[src/count_ordered_self_organizing_table_assert.svh]
`ifndef COUNT_ORDERED_SELF_ORGANIZING_TABLE_ASSERT_SVH
`define COUNT_ORDERED_SELF_ORGANIZING_TABLE_ASSERT_SVH

// same-cycle implication under synchronous active-low reset
`define ASSERT_IMPLIES(label, clk, rst_n, cond, prop) \
    label: assert property (@(posedge clk) disable iff (!(rst_n)) (cond) |-> (prop)) \
        else $error("assertion failed");

// next-cycle implication under synchronous active-low reset
`define ASSERT_NEXT(label, clk, rst_n, cond, prop) \
    label: assert property (@(posedge clk) disable iff (!(rst_n)) (cond) |=> (prop)) \
        else $error("assertion failed");

`endif

[src/cosot_pkg.sv]
package cosot_pkg;

    localparam int ENTRIES_DEF    = 16;
    localparam int COUNT_BITS_DEF = 16;

    localparam int KEY_W       = 32;
    localparam int POS_W       = 4;
    localparam int HIT_COUNT_W = 16;
    localparam int SIZE_W      = 5;

    localparam int IN_DATA_W  = 32;
    localparam int IN_USER_W  = 1;
    localparam int OUT_DATA_W = 32;

    localparam logic OP_INSERT = 1'b0;
    localparam logic OP_SEARCH = 1'b1;

endpackage

[src/count_ordered_self_organizing_table.sv]
// Count-ordered self-organising table. The keys and their hit counts live in one
// single-port-read, single-port-write RAM with a registered read, so every operation
// walks the table one entry per cycle and one item is processed at a time. An insert
// into a table holding n entries shifts them back by one and places the new key at
// the head; an insert into a full table is rejected. A search that hits at position
// h moves the entry forward d places, over entries whose count is below its new one;
// a miss scans all n entries. A new word is taken as soon as the previous result has
// been loaded into the output register, whether or not it has been collected.
module count_ordered_self_organizing_table #(
    parameter int ENTRIES    = cosot_pkg::ENTRIES_DEF,
    parameter int COUNT_BITS = cosot_pkg::COUNT_BITS_DEF
) (
    input  logic                             aclk,
    input  logic                             aresetn,
    input  logic                             s_axis_tvalid,
    output logic                             s_axis_tready,
    input  logic [cosot_pkg::IN_DATA_W-1:0]  s_axis_tdata,  // key
    input  logic [cosot_pkg::IN_USER_W-1:0]  s_axis_tuser,  // func
    output logic                             m_axis_tvalid,
    input  logic                             m_axis_tready,
    // found, accepted, position, hit_count, size, empty_res, zero fill
    output logic [cosot_pkg::OUT_DATA_W-1:0] m_axis_tdata
);

    import cosot_pkg::*;

    `include "count_ordered_self_organizing_table_assert.svh"

    localparam int IDX_W = $clog2(ENTRIES);
    localparam int CNT_W = $clog2(ENTRIES + 1);
    localparam int ENT_W = KEY_W + COUNT_BITS;
    localparam logic [COUNT_BITS-1:0] CountMax = {COUNT_BITS{1'b1}};
    localparam int FILL_W = OUT_DATA_W - (3 + POS_W + HIT_COUNT_W + SIZE_W);

    typedef enum logic [5:0] {
        ST_IDLE   = 6'b000001,
        ST_START  = 6'b000010,
        ST_SCAN   = 6'b000100,
        ST_MOVE   = 6'b001000,
        ST_PLACE  = 6'b010000,
        ST_FINISH = 6'b100000
    } state_t;

    state_t                state_reg, state_next;
    logic                  func_reg, func_next;
    logic [KEY_W-1:0]      key_reg, key_next;
    logic [COUNT_BITS-1:0] c_reg, c_next;
    logic [IDX_W-1:0]      ptr_reg, ptr_next;
    logic [CNT_W-1:0]      count_reg, count_next;
    logic                  found_reg, found_next;
    logic                  acc_reg, acc_next;
    logic                  m_valid_reg, m_valid_next;
    logic [OUT_DATA_W-1:0] m_data_reg, m_data_next;

    logic             ram_we;
    logic [IDX_W-1:0] ram_waddr;
    logic [ENT_W-1:0] ram_wdata;
    logic [IDX_W-1:0] ram_raddr;
    logic [ENT_W-1:0] ram_rdata;

    logic [KEY_W-1:0]      rd_key;
    logic [COUNT_BITS-1:0] rd_cnt;
    logic                  do_move;

    cosot_ram #(
        .WIDTH(ENT_W),
        .DEPTH(ENTRIES)
    ) u_store (
        .clk  (aclk),
        .we   (ram_we),
        .waddr(ram_waddr),
        .wdata(ram_wdata),
        .raddr(ram_raddr),
        .rdata(ram_rdata)
    );

    assign rd_key  = ram_rdata[ENT_W-1 -: KEY_W];
    assign rd_cnt  = ram_rdata[COUNT_BITS-1:0];
    assign do_move = (func_reg == OP_INSERT) || (rd_cnt < c_reg);

    assign s_axis_tready = (state_reg == ST_IDLE);
    assign m_axis_tvalid = m_valid_reg;
    assign m_axis_tdata  = m_data_reg;

    always_comb begin
        state_next   = state_reg;
        func_next    = func_reg;
        key_next     = key_reg;
        c_next       = c_reg;
        ptr_next     = ptr_reg;
        count_next   = count_reg;
        found_next   = found_reg;
        acc_next     = acc_reg;
        m_valid_next = m_valid_reg;
        m_data_next  = m_data_reg;
        ram_we       = 1'b0;
        ram_waddr    = ptr_reg;
        ram_wdata    = {key_reg, c_reg};
        ram_raddr    = '0;

        if (m_valid_reg && m_axis_tready) begin
            m_valid_next = 1'b0;
        end

        unique case (state_reg)
            ST_IDLE: begin
                if (s_axis_tvalid) begin
                    func_next  = s_axis_tuser[0];
                    key_next   = s_axis_tdata[KEY_W-1:0];
                    state_next = ST_START;
                end
            end
            ST_START: begin
                found_next = 1'b0;
                acc_next   = 1'b0;
                c_next     = '0;
                ptr_next   = '0;
                if (func_reg == OP_INSERT) begin
                    if (count_reg == CNT_W'(ENTRIES)) begin
                        state_next = ST_FINISH;
                    end else if (count_reg == '0) begin
                        acc_next   = 1'b1;
                        state_next = ST_PLACE;
                    end else begin
                        acc_next   = 1'b1;
                        ram_raddr  = IDX_W'(count_reg - 1'b1);
                        ptr_next   = IDX_W'(count_reg);
                        state_next = ST_MOVE;
                    end
                end else begin
                    if (count_reg == '0) begin
                        state_next = ST_FINISH;
                    end else begin
                        state_next = ST_SCAN;
                    end
                end
            end
            ST_SCAN: begin
                if (rd_key == key_reg) begin
                    found_next = 1'b1;
                    c_next     = (rd_cnt == CountMax) ? rd_cnt : rd_cnt + 1'b1;
                    if (ptr_reg == '0) begin
                        state_next = ST_PLACE;
                    end else begin
                        ram_raddr  = ptr_reg - 1'b1;
                        state_next = ST_MOVE;
                    end
                end else if (CNT_W'(ptr_reg) == count_reg - 1'b1) begin
                    ptr_next   = '0;
                    state_next = ST_FINISH;
                end else begin
                    ram_raddr = ptr_reg + 1'b1;
                    ptr_next  = ptr_reg + 1'b1;
                end
            end
            ST_MOVE: begin
                ram_we = 1'b1;
                if (do_move) begin
                    ram_wdata = ram_rdata;
                    if (ptr_reg == IDX_W'(1)) begin
                        ptr_next   = '0;
                        state_next = ST_PLACE;
                    end else begin
                        ram_raddr = ptr_reg - IDX_W'(2);
                        ptr_next  = ptr_reg - 1'b1;
                    end
                end else begin
                    state_next = ST_FINISH;
                end
            end
            ST_PLACE: begin
                ram_we = 1'b1;
                if (func_reg == OP_INSERT) begin
                    count_next = count_reg + 1'b1;
                end
                state_next = ST_FINISH;
            end
            ST_FINISH: begin
                if (!m_valid_reg || m_axis_tready) begin
                    m_valid_next = 1'b1;
                    m_data_next  = {{FILL_W{1'b0}}, (count_reg == '0),
                                    SIZE_W'(count_reg), HIT_COUNT_W'(c_reg),
                                    POS_W'(ptr_reg), acc_reg, found_reg};
                    state_next   = ST_IDLE;
                end
            end
            default: begin
                state_next = ST_IDLE;
            end
        endcase
    end

    always_ff @(posedge aclk) begin
        if (!aresetn) begin
            state_reg   <= ST_IDLE;
            count_reg   <= '0;
            m_valid_reg <= 1'b0;
        end else begin
            state_reg   <= state_next;
            count_reg   <= count_next;
            m_valid_reg <= m_valid_next;
        end
        func_reg   <= func_next;
        key_reg    <= key_next;
        c_reg      <= c_next;
        ptr_reg    <= ptr_next;
        found_reg  <= found_next;
        acc_reg    <= acc_next;
        m_data_reg <= m_data_next;
    end

    `ASSERT_IMPLIES(a_count_bound, aclk, aresetn, 1'b1, count_reg <= CNT_W'(ENTRIES))
    `ASSERT_IMPLIES(a_move_not_head, aclk, aresetn, state_reg == ST_MOVE, ptr_reg != '0)
    `ASSERT_IMPLIES(a_scan_in_range, aclk, aresetn, state_reg == ST_SCAN,
                    CNT_W'(ptr_reg) < count_reg)
    `ASSERT_NEXT(a_result_kind, aclk, aresetn, state_reg == ST_FINISH,
                 !(m_data_reg[0] && m_data_reg[1]))

endmodule

[src/cosot_ram.sv]
module cosot_ram #(
    parameter int WIDTH = 48,
    parameter int DEPTH = 16
) (
    input  logic                     clk,
    input  logic                     we,
    input  logic [$clog2(DEPTH)-1:0] waddr,
    input  logic [WIDTH-1:0]         wdata,
    input  logic [$clog2(DEPTH)-1:0] raddr,
    output logic [WIDTH-1:0]         rdata
);

    logic [WIDTH-1:0] mem [DEPTH];

    always_ff @(posedge clk) begin
        if (we) begin
            mem[waddr] <= wdata;
        end
        rdata <= mem[raddr];
    end

endmodule
[config.mk]
export PLATFORM = sky130hd
export DESIGN_NAME = count_ordered_self_organizing_table
export DESIGN_NICKNAME = d
export VERILOG_FILES = /design/src/cosot_pkg.sv /design/src/count_ordered_self_organizing_table.sv /design/src/cosot_ram.sv
export VERILOG_INCLUDE_DIRS = /design/src /design/src/src
export SDC_FILE = /design/constraint.sdc
export NUM_CORES = 1
export LEC_CHECK = 0
export ABC_CLOCK_PERIOD_IN_PS = 7100
export BUFFER_PORTS_ARGS = -buffer_cell sky130_fd_sc_hd__buf_2
export CORE_MARGIN = 8
export CORE_UTILIZATION = 51
export CTS_CLUSTER_DIAMETER = 30
export DETAILED_ROUTE_END_ITERATION = 10
export PLACE_DENSITY = 0.75
export RECOVER_POWER = 100
export SKIP_CTS_REPAIR_TIMING = 1
export SLEW_MARGIN = 20
export SYNTH_ARGS = -nofsm -noshare
export SYNTH_HDL_FRONTEND = slang
export SYNTH_SLANG_ARGS = --single-unit
[constraint.sdc]
create_clock -name aclk -period 7.1 [get_ports aclk]
set_input_delay 0.71 -clock aclk [delete_from_list [all_inputs] [get_ports aclk]]
set_output_delay 0.71 -clock aclk [all_outputs]
set_load 0.03 [all_outputs]
==> flow_metrics.env <==
export IMPL_outcome="finished with violations"
export IMPL_violations="capacitance limit, slew limit"
export IMPL_tightest_slew_ns=4.99
export IMPL_rsz0062_at_grt="no"
export IMPL_start_util_pct=51.5
export IMPL_ir_drop_mv=0.234
export IMPL_post_place_ws_ns=2.15
export IMPL_syn_area_um2=36900
export IMPL_ys_flop_type="edfxtp_1"
export IMPL_drv_cap=21
export IMPL_crit_type="reg2reg"
export IMPL_drv_slew=819
export IMPL_grt_overflow=0
export IMPL_critPathArrivalTime_ns=6.29
export IMPL_setup_ws_ns=1.07
export IMPL_crit_top_cell="nand2_1"
export IMPL_fin_nets=2653
export IMPL_ys_ff_latch=911
export IMPL_cts_tree="done"
export IMPL_min_period_ns=6.03
export IMPL_cts_htree_levels=4
export IMPL_startpoint_type="flop"
export IMPL_antenna_found_initial=2
export IMPL_yosysUniqueCellTypes=69
export IMPL_slowest_stage="nor2_1"
export IMPL_async_flop_share_pct=0
export IMPL_grt_pass1_vias=23535
export IMPL_pin_count=71
export IMPL_diodes=0
export IMPL_cts_inserted_buffers=138
export IMPL_p_leak_nw=14.1
export IMPL_report_final_setup_viol=0
export IMPL_wl_mm=97.6
export IMPL_io_buffers=66
export IMPL_hold_viol=0
export IMPL_syn_to_final_growth_pct=16.3
export IMPL_synth_edf_count=851
export IMPL_syn_avg_cell_area_um2=14.7
export IMPL_clkSlewWorstSetupHoldPaths_ns=0.05
export IMPL_drt_iter0_markers=3279
export IMPL_slowest_delay_ns=2.49
export IMPL_synth_seq_area_share_pct=72.6
export IMPL_largest_reg_flops=768
export IMPL_track_usage_pct=23.3
export IMPL_cts_root_buf="clkbuf_16"
export IMPL_clockBufferDepth=3
export IMPL_hold_path_class="in2reg"
export IMPL_drive_above_1_share_pct=11.1
export IMPL_die_x_um=285
export IMPL_n_fill_cell=5165
export IMPL_fmax_mhz=166
export IMPL_grt_pass1_wl_mm=144
export IMPL_crit_fanout=25
export IMPL_drc=0
export IMPL_antenna_left=0
export IMPL_fin_tns_setup_ns=0
export IMPL_die_h_um=285
export IMPL_dp_hpwl_mm=47.3
export IMPL_routedWlPerCell_um=26.7
export IMPL_finalClockSkew_ns=0.0318
export IMPL_ys_warn_count=0
export IMPL_clock_latency_ns=0.72
export IMPL_path_cells="nor4_1 -> nand3b_1 -> nand2_1 -> nand2_1 -> nor2_1 -> clkbuf_1"
export IMPL_grt_max_degree=168
export IMPL_end_kind="flop"
export IMPL_finalCritPeriodShare_pct=84.9
export IMPL_drt_first_pass_iters=8
export IMPL_cp_required_ns=7.36
export IMPL_vias=23763
export IMPL_fp_dieArea_um2=81100
export IMPL_power_density_nw_per_um2=304
export IMPL_max_slew_margin_rel_pct=-232
export IMPL_row_count=98
export IMPL_place_congestion=0.886
export IMPL_cts_num_sinks=911
export IMPL_postSynthCellCount=2514
export IMPL_vias_per_cell=6.50
export IMPL_coreArea_um2=71500
-- logic make-up (layout without fill, tap and decap cells) --
logic type,count (synthesis),count (layout),share of synthesized area (%)
adders and majority gates,25,25,0.849
buffers and inverters,214,405,2.47
other,1,4,0.0102
AOI/OAI and AO/OA,660,660,12.9
muxes,59,59,1.72
DFF,911,911,72.6
and+or+nand+nor,583,583,8.00
xor gates and xnor gates,61,61,1.49
-- final cells by class --
| cell class | count | area, um2 | area share, % |
|---|---|---|---|
| flip-flops and latches | 911 | 26800 | 62.4 |
| well taps | 950 | 1190 | 2.77 |
| multi-input cells | 1392 | 9270 | 21.6 |
| inverters | 26 | 97.6 | 0.228 |
| repair buffers | 122 | 692 | 1.61 |
| clock inverters | 99 | 1230 | 2.88 |
| clock buffers | 158 | 3630 | 8.47 |
-- critical path, delay by kind of cell, from the launching register on --
family        cells  cell delay, ns
simple gates      5            3.46
buf+inv           1            1.74
flops             1            0.35
-- per-stage QoR --
step / util, % / area, um2 / power [mW] / hold slack (ns) / instances
3_5_place_dp: 53.6 / 38300 / 6.18 / 0.413 / 3401
2_1_floorplan: - / 36900 / 6.10 / 0.400 / 2517
6_report: 60.0 / 42900 / 13.0 / 0.167 / 3658
3_3_place_gp: 53.6 / 38300 / 6.17 / 0.401 / 3401
4_1_cts: 60.4 / 43100 / 13.1 / 0.123 / 3658
5_1_grt: 60.0 / 42900 / 13.3 / 0.143 / 3658
-- final timing paths --
check | slack, ns | from | cells past startpoint | to
worst max register to register | 1.07 | state_reg[0] | 6 | u_store.mem[15][12]
worst max-delay path | 1.07 | state_reg[0] | 6 | u_store.mem[15][12]
worst min-delay path | 0.17 | s_axis_tdata[6] | 1 | key_reg[6]
worst min register to register | 0.43 | acc_reg | 0 | m_axis_tdata[1]
-- placed cells by master (no fill, tap or decap), types with 10 or more instances in the layout --
| cell type | n |
|---|---|
| nor4_1 | 15 |
| nand3_1 | 13 |
| ha_1 | 25 |
| nor3_1 | 13 |
| edfxtp_1 | 851 |
| o21ai_0 | 21 |
| nor2_1 | 45 |
| nand2_1 | 244 |
| mux2_1 | 33 |
| clkinv_4 | 12 |
| and2_1 | 119 |
| a21boi_0 | 41 |
| o311ai_0 | 13 |
| a211o_1 | 19 |
| and3_1 | 52 |
| mux2i_1 | 25 |
| clkinv_2 | 18 |
| a21oi_1 | 205 |
| a221oi_1 | 143 |
| a211oi_1 | 160 |
| buf_2 | 18 |
| inv_6 | 19 |
| o32ai_1 | 19 |
| clkbuf_16 | 141 |
| or4_1 | 30 |
| inv_1 | 25 |
| bufinv_16 | 19 |
| buf_4 | 13 |
| clkinv_1 | 12 |
| dfxtp_1 | 60 |
| buf_12 | 10 |
| xor2_1 | 46 |
| xnor2_1 | 14 |
| clkbuf_1 | 94 |
| clkinvlp_4 | 11 |
-- metal layers --
| layer | share of wire (%) | vias up | track usage, % |
|---|---|---|---|
| li1 | - | 10073 | - |
| met2 | 46 | 1626 | 36.2 |
| met3 | 12 | 263 | 5.69 |
| met1 | 38 | 11797 | 30.9 |
| met4 | 3.8 | 4 | 10.7 |
| met5 | 0.027 | - | 0 |
-- power by group --
group	internal (mW)	leakage, nW	switching [mW]	total, mW
clock	4.43	2.35	2.52	6.95
sequential	5.88	8.21	0.0190	5.90
combinational	0.0378	3.57	0.133	0.171
total	10.4	14.1	2.67	13.0
-- Yosys cell counts (12+ instances only) --
cell type	count	area (um2)
a21boi_0	41	308
ha_1	25	313
mux2_2	34	383
a221oi_1	143	1250
nor3_1	12	60.1
o32ai_1	19	166
a211oi_1	160	1200
o21ai_0	21	105
xor2_1	46	403
nand2_1	246	923
a211o_1	19	166
dfxtp_1	60	1200
buf_1	13	48.8
o311ai_0	13	114
nand3_1	12	60.1
a21oi_1	204	1020
and2_1	123	769
and3_1	52	325
mux2i_1	25	250
inv_1	25	93.8
buf_2	51	255
edfxtp_1	851	25600
or4_1	30	225
nor2_1	52	195
clkbuf_1	116	435
nor4_1	16	100
xnor2_1	14	123
No activity file was read; power rests on OpenSTA's default activity.
